### src/sv/rcpd_pkg.sv
// Shared types and constants for the six-channel RC pulse decoder.
`timescale 1ns / 1ps

package rcpd_pkg;

  localparam int NUM_CH = 6;
  localparam int TIME_W = 32;
  localparam int CFG_W  = 16;
  localparam int IDX_W  = 2;

  // Channel roles
  localparam int CH_ROLL   = 0;
  localparam int CH_PITCH  = 1;
  localparam int CH_THR    = 2;
  localparam int CH_YAW    = 3;
  localparam int CH_SWITCH = 4;
  localparam int CH_MODE   = 5;

  // Register reset values
  localparam logic [CFG_W-1:0] MIN_PULSE_RST     = 16'h3F0E;
  localparam logic [CFG_W-1:0] MID_PULSE_RST     = 16'h5F0F;
  localparam logic [CFG_W-1:0] YAW_DEADBAND_RST  = 16'h1000;
  localparam logic [CFG_W-1:0] SWITCH_OFFSET_RST = 16'h1500;

  // Switch position codes
  localparam logic [1:0] SW_POS_1 = 2'd1;
  localparam logic [1:0] SW_POS_2 = 2'd2;
  localparam logic [1:0] SW_POS_3 = 2'd3;

  typedef enum logic [IDX_W-1:0] {
    CFG_MIN_PULSE     = 2'd0,
    CFG_MID_PULSE     = 2'd1,
    CFG_YAW_DEADBAND  = 2'd2,
    CFG_SWITCH_OFFSET = 2'd3
  } cfg_idx_t;

  typedef struct packed {
    logic [CFG_W-1:0] min_pulse;
    logic [CFG_W-1:0] mid_pulse;
    logic [CFG_W-1:0] yaw_deadband;
    logic [CFG_W-1:0] switch_offset;
  } cfg_t;

  // Per-lane update strobe
  typedef struct packed {
    logic hit;
    logic falling;
  } lane_ctl_t;

  typedef logic [NUM_CH-1:0][TIME_W-1:0] width_arr_t;

  typedef struct packed {
    logic [TIME_W-1:0] throttle;
    logic [TIME_W-1:0] roll;
    logic [TIME_W-1:0] pitch;
    logic [TIME_W-1:0] yaw;
    logic [1:0]        switch_position;
    logic              auto_mode;
    logic              disarm_request;
  } result_t;

endpackage

### src/sv/rc_pwm_six_channel_decoder.sv
// Top level: six capture lanes, decode merge stage and output register.
//
//  Channel | Handshake           | Payload
//  --------+---------------------+--------------------------------------------
//  in_     | in_valid/in_ready   | edge_mask[6], pin_levels[6], timer_value[32]
//  out_    | out_valid/out_ready | throttle, roll, pitch, yaw (s32),
//          |                     | switch_position[2], auto_mode, disarm_request
//  cfg_    | cfg_we              | cfg_index[2], cfg_data[16]
//
// One edge event per cycle while in_ready is high; out_valid rises once the result is registered.
// Transfer edge: each hit lane restamps; on a falling edge it first sets width = old stamp - time.
// When the output register is free, the merge stage decodes the widths into it.
// Reset (synchronous) clears all timestamps and widths and loads register defaults.
// An output stall backs up one stage before in_ready drops.
`timescale 1ns / 1ps

module rc_pwm_six_channel_decoder
  import rcpd_pkg::*;
(
  input  logic                     clk,
  input  logic                     rst_n,
  input  logic                     in_valid,
  output logic                     in_ready,
  input  logic [NUM_CH-1:0]        in_edge_mask,
  input  logic [NUM_CH-1:0]        in_pin_levels,
  input  logic [TIME_W-1:0]        in_timer_value,
  output logic                     out_valid,
  input  logic                     out_ready,
  output logic signed [TIME_W-1:0] out_throttle,
  output logic signed [TIME_W-1:0] out_roll,
  output logic signed [TIME_W-1:0] out_pitch,
  output logic signed [TIME_W-1:0] out_yaw,
  output logic [1:0]               out_switch_position,
  output logic                     out_auto_mode,
  output logic                     out_disarm_request,
  input  logic                     cfg_we,
  input  logic [IDX_W-1:0]         cfg_index,
  input  logic [CFG_W-1:0]         cfg_data
);

  cfg_t       cfg_r, cfg_nxt;
  logic       s1_v_r, s1_v_nxt;
  logic       out_v_r, out_v_nxt;
  result_t    res_r;
  result_t    res;
  width_arr_t widths;
  logic       in_xfer;
  logic       s1_adv;

  // Configuration writes
  always_comb begin
    cfg_nxt = cfg_r;
    if (cfg_we) begin
      unique case (cfg_idx_t'(cfg_index))
        CFG_MIN_PULSE:     cfg_nxt.min_pulse     = cfg_data;
        CFG_MID_PULSE:     cfg_nxt.mid_pulse     = cfg_data;
        CFG_YAW_DEADBAND:  cfg_nxt.yaw_deadband  = cfg_data;
        CFG_SWITCH_OFFSET: cfg_nxt.switch_offset = cfg_data;
      endcase
    end
  end

  // Pipeline flow control
  assign s1_adv   = s1_v_r && (!out_v_r || out_ready);
  assign in_ready = !s1_v_r || s1_adv;
  assign in_xfer  = in_valid && in_ready;

  always_comb begin
    s1_v_nxt = s1_v_r;
    if (in_xfer) begin
      s1_v_nxt = 1'b1;
    end else if (s1_adv) begin
      s1_v_nxt = 1'b0;
    end
    out_v_nxt = out_v_r;
    if (s1_adv) begin
      out_v_nxt = 1'b1;
    end else if (out_ready) begin
      out_v_nxt = 1'b0;
    end
  end

  // Capture lanes, one per channel
  for (genvar i = 0; i < NUM_CH; i++) begin : g_lane
    lane_ctl_t ctl;
    assign ctl.hit     = in_xfer && in_edge_mask[i];
    assign ctl.falling = !in_pin_levels[i];
    rcpd_lane u_lane (
      .clk   (clk),
      .rst_n (rst_n),
      .ctl   (ctl),
      .now   (in_timer_value),
      .width (widths[i])
    );
  end

  // Merge lanes into controls
  rcpd_decode u_decode (
    .widths (widths),
    .cfg    (cfg_r),
    .res    (res)
  );

  always_ff @(posedge clk) begin
    if (!rst_n) begin
      cfg_r.min_pulse     <= MIN_PULSE_RST;
      cfg_r.mid_pulse     <= MID_PULSE_RST;
      cfg_r.yaw_deadband  <= YAW_DEADBAND_RST;
      cfg_r.switch_offset <= SWITCH_OFFSET_RST;
      s1_v_r              <= 1'b0;
      out_v_r             <= 1'b0;
    end else begin
      cfg_r   <= cfg_nxt;
      s1_v_r  <= s1_v_nxt;
      out_v_r <= out_v_nxt;
    end
  end

  // Output payload register
  always_ff @(posedge clk) begin
    if (s1_adv) begin
      res_r <= res;
    end
  end

  assign out_valid           = out_v_r;
  assign out_throttle        = res_r.throttle;
  assign out_roll            = res_r.roll;
  assign out_pitch           = res_r.pitch;
  assign out_yaw             = res_r.yaw;
  assign out_switch_position = res_r.switch_position;
  assign out_auto_mode       = res_r.auto_mode;
  assign out_disarm_request  = res_r.disarm_request;

endmodule

### src/sv/rcpd_lane.sv
// One capture lane: edge timestamp and pulse width of a single channel.
`timescale 1ns / 1ps

module rcpd_lane
  import rcpd_pkg::*;
(
  input  logic              clk,
  input  logic              rst_n,
  input  lane_ctl_t         ctl,
  input  logic [TIME_W-1:0] now,
  output logic [TIME_W-1:0] width
);

  logic [TIME_W-1:0] last_r, last_nxt;
  logic [TIME_W-1:0] width_r, width_nxt;

  // Falling edge closes a pulse; any edge restamps
  always_comb begin
    last_nxt  = last_r;
    width_nxt = width_r;
    if (ctl.hit) begin
      if (ctl.falling) begin
        width_nxt = last_r - now;
      end
      last_nxt = now;
    end
  end

  always_ff @(posedge clk) begin
    if (!rst_n) begin
      last_r  <= '0;
      width_r <= '0;
    end else begin
      last_r  <= last_nxt;
      width_r <= width_nxt;
    end
  end

  assign width = width_r;

endmodule

### src/sv/rcpd_decode.sv
// Merge stage: turns the six lane widths into stick, switch and mode controls.
`timescale 1ns / 1ps

module rcpd_decode
  import rcpd_pkg::*;
(
  input  width_arr_t widths,
  input  cfg_t       cfg,
  output result_t    res
);

  logic [TIME_W-1:0]  min32;
  logic [TIME_W-1:0]  mid32;
  logic [TIME_W-1:0]  yaw_raw;
  logic signed [TIME_W:0] yaw_ext;
  logic signed [TIME_W:0] db_ext;
  logic signed [TIME_W:0] db_neg;
  logic               in_band;
  logic [CFG_W:0]     lo_thr;
  logic [CFG_W:0]     hi_thr;
  logic [1:0]         sw_pos;

  assign min32 = {{(TIME_W-CFG_W){1'b0}}, cfg.min_pulse};
  assign mid32 = {{(TIME_W-CFG_W){1'b0}}, cfg.mid_pulse};

  // Yaw offset and symmetric deadband (signed compare)
  assign yaw_raw = widths[CH_YAW] - mid32;
  assign yaw_ext = {yaw_raw[TIME_W-1], yaw_raw};
  assign db_ext  = {{(TIME_W+1-CFG_W){1'b0}}, cfg.yaw_deadband};
  assign db_neg  = -db_ext;
  assign in_band = (yaw_ext < db_ext) && (yaw_ext > db_neg);

  // Three-position switch thresholds
  assign lo_thr = {1'b0, cfg.min_pulse} + {1'b0, cfg.switch_offset};
  assign hi_thr = {1'b0, cfg.mid_pulse} + {1'b0, cfg.switch_offset};

  always_comb begin
    if (widths[CH_SWITCH] < {{(TIME_W-CFG_W-1){1'b0}}, lo_thr}) begin
      sw_pos = SW_POS_3;
    end else if (widths[CH_SWITCH] < {{(TIME_W-CFG_W-1){1'b0}}, hi_thr}) begin
      sw_pos = SW_POS_2;
    end else begin
      sw_pos = SW_POS_1;
    end
  end

  always_comb begin
    res.throttle        = widths[CH_THR] - min32;
    res.roll            = mid32 - widths[CH_ROLL];
    res.pitch           = widths[CH_PITCH] - mid32;
    res.yaw             = in_band ? '0 : yaw_raw;
    res.switch_position = sw_pos;
    res.auto_mode       = !(widths[CH_MODE] > mid32);
    res.disarm_request  = (sw_pos == SW_POS_1) && (widths[CH_THR] <= min32);
  end

endmodule

### config.mk
export PLATFORM = sky130hd
export DESIGN_NAME = rc_pwm_six_channel_decoder
export DESIGN_NICKNAME = d
export VERILOG_FILES = /design/src/sv/rcpd_pkg.sv /design/src/sv/rc_pwm_six_channel_decoder.sv /design/src/sv/rcpd_lane.sv /design/src/sv/rcpd_decode.sv
export SDC_FILE = /design/constraint.sdc
export NUM_CORES = 2
export LEC_CHECK = 0
export ABC_CLOCK_PERIOD_IN_PS = 9400
export BUFFER_PORTS_ARGS = -buffer_cell sky130_fd_sc_hd__buf_2
export CAP_MARGIN = 20
export CORE_MARGIN = 1.5
export CORE_UTILIZATION = 59
export DETAILED_ROUTE_END_ITERATION = 10
export PLACE_DENSITY = 0.87
export SLEW_MARGIN = 20
export SYNTH_ARGS = -nofsm -noshare
export SYNTH_HDL_FRONTEND = slang
export SYNTH_HIERARCHICAL = 1
export SYNTH_SLANG_ARGS = --single-unit
### constraint.sdc
create_clock -name clk -period 9.4 [get_ports clk]
set_input_delay 0.47 -clock clk [delete_from_list [all_inputs] [get_ports clk]]
set_output_delay 0.47 -clock clk [all_outputs]
set_load 0.005 [all_outputs]
==> flow_summary.yaml <==
outcome:
  status: "finished clean"
critical_path:
  required_ns: 9.73
  startpoint: "cfg_r[33]$_SDFFE_PN1P_"
  crit_type: "reg -> reg"
  cp_data_arrival_time_ns: 6.05
  cp_max_fo: 16
  r2r_start: "cfg_r[33]$_SDFFE_PN1P_"
  end_kind: "flip-flop"
  worst_setup_path_start_kind: "flip-flop"
global_route:
  grt_start_max_net_pins: 102
  grt_pass1_vias: 33100
  grt_usage_pct: 33.7
  antenna_found_initial: 8
  grt-ovfl-total: 0
  grt_pass1_wl_um: 186000
final_layout:
  area_growth_pct: 8.86
  multi_input_area_mm2: 0.0253
  final_cell_mix: "dfxtp_1, nand2_1, inv_1, ha_1, a21oi_1"
  stdcell_count: 5757
  nets: 5280
  register_area_mm2: 0.0130
  layout-drive-gt1-share_pct: 8.68
  fill_cells: 5548
  final_common_cell: "dfxtp_1"
logic_synthesis:
  synth-seq-area-share_pct: 31.9
  synth_edf_count: 132
  ys.flop_type: "dfxtp_1"
  syn_area_per_cell_um2: 8.58
  ys_ff_latch: 582
  async_flop_share_pct: 0
  yosys_warnings: 6
  postSynthCellCount: 4747
  synth.distinct_cells: 104
  synth_nets: 5206
  synth_area_mm2: 0.0407
sta:
  worst_hold_slack_ns: 0.111
  period_minus_slack_ns: 5.72
  slew_headroom_pct: 28.5
  fmax_mhz: 175
  fin_skew_ns: 0.0208
  rsz0062_at_grt: "false"
  hold_viol_final: 0
  fin_setup_tns_ns: 0
  setup_slack_ns: 3.68
  worst_pin_slew_ns: 1.07
  fin_crit_sh_pct: 60.9
  setup_viol: 0
  drv_slew: 0
route:
  firstDrtPassIters: 8
  drc_errors: 0
  num_vias: 36200
  routed_wl_um: 122000
  via_per_inst: 6.29
  wire_per_inst_um: 21.2
  drtAntennaViolNets: 0
  first_iter_violations: 3812
floorplanning:
  start_util_pct: 59.5
  die_w_um: 266
  num_rows: 96
  io-pin-count: 201
  coreArea_mm2: 0.0685
  die_area_mm2: 0.0706
  chipHeight_um: 266
place:
  dp_slack_ns: 3.78
  place_congestion: 1.10
  dp.cells: 5633
  port_buffers: 200
  dp_hpwl_um: 90700
hold_path:
  hp-class: "in -> reg"
  hold_start: "cfg_data[10]"
pwr:
  leakagePower_nw: 19.5
  powerDensity_mw_per_mm2: 166
  vdd_drop_max_v: 0.000172
clock_network:
  cts_buffer_depth: 3
  clkTransAtPathRegs_ns: 0.06
  post_cts_resized: 0
  cts_tree: "built"
  hold_buffers: 0
  clock-sinks: 582
  clk_latency_ns: 0.62
  htree_levels: 3
  cts_setup_buffers: 0
  numCtsBuffers: 68
  cts-root-buf: "clkbuf_16"
run:
  maxCapViolCount: 0
through the flow:
step                      instance area (um^2)  util [%]  total power, mW
after floorplan                          40700         -             4.03
after global placement                   41900      61.2             4.46
after detailed placement                 41900      61.2             4.50
after CTS                                44300      64.7             7.34
after global routing                     44300      64.7             7.65
final                                    44300      64.7             7.37
worst max-delay path: stages (launching register included):
cell and delay (ns):
dfxtp_1 0.48, inv_1 0.22, fa_1 0.47, a21oi_1 0.24
o221ai_1 0.23, nand3_1 0.15, nor3b_1 0.60, nand2b_1 0.14
xnor2_1 0.29, inv_1 0.08, ha_1 0.32, nand4_1 0.13
nor4_1 0.39, o31a_1 0.20, o211ai_1 0.16, nand2_1 0.24
nand4_1 0.20, nor4_4 0.76, nor3b_1 0.13
report_power, final:
part	switching (mW)	leakage [nW]	internal, mW
registers	0.106	4.88	2.74
logic	1.03	13.5	0.629
clock network	1.11	1.15	1.75
total	2.25	19.5	5.12
per-layer routing:
metal  GRT usage, %  share of wire [%]  up-vias
li1               -                  -    17100
met1           45.8                 42    17100
met2           51.0                 42     1718
met3           8.56                 11      311
met4           13.9                4.6       10
met5              0              0.086        -
sequential cells by signal (all words and copies together), names as in the netlist:
signal                flops
g_lane.u_lane/last_r    192
g_lane.u_lane/width     192
cfg_r                    64
out_pitch                32
out_roll                 32
out_throttle             32
out_yaw                  32
out_switch_position       2
out_auto_mode             1
out_disarm_request        1
out_valid                 1
s1_v_r                    1
cell usage after synthesis, drive strengths merged (26+ instances only):
cell type	count	area, um^2
nor2b	204	1280
and3	52	357
a21oi	310	1600
edfxtp	132	3960
xor2	101	885
nand2b	47	294
or3	28	178
mux2i	263	2630
nor2	251	950
o211ai	45	338
a211oi	36	270
a21o	100	751
and2	76	475
a31oi	56	380
nand2	395	1490
clkbuf	135	552
nor3	119	601
o21ai	265	1360
dfxtp	450	9010
ha	380	4750
buf	71	455
nand4	90	563
inv	387	1450
a211o	26	228
o21a	46	345
o21bai	43	330
xnor2	154	1350
nand3	139	721
worst paths after layout:
check	endpoint	slack, ns	depth (start not counted)
max	out_yaw[10]$_DFFE_PP_	3.68	18
min	cfg_r[26]$_SDFFE_PN0P_	0.11	3
max reg2reg	out_yaw[10]$_DFFE_PP_	3.68	18
min reg2reg	g_lane[0].u_lane/width[15]$_SDFFE_PN0P_	0.45	2
layout make-up:
| class | count | share of cell area [%] |
|---|---|---|
| Timing Repair Buffer | 214 | 2.52 |
| Antenna cell | 3 | 0.0169 |
| Multi-Input combinational cell | 3567 | 57.0 |
| Clock buffer | 97 | 4.47 |
| Tap cell | 882 | 2.49 |
| Sequential cell | 582 | 29.3 |
| Clock inverter | 24 | 0.946 |
| Inverter | 388 | 3.29 |
kinds of logic after synthesis:
| logic type | synth area share [%] |
|---|---|
| simple gates | 19.6 |
| compound gates | 18.2 |
| buf+inv | 6.14 |
| flops | 31.9 |
| fa+ha+maj | 12.3 |
| mux | 6.47 |
| xor+xnor | 5.49 |
No activity file was read; power rests on OpenSTA's default activity.
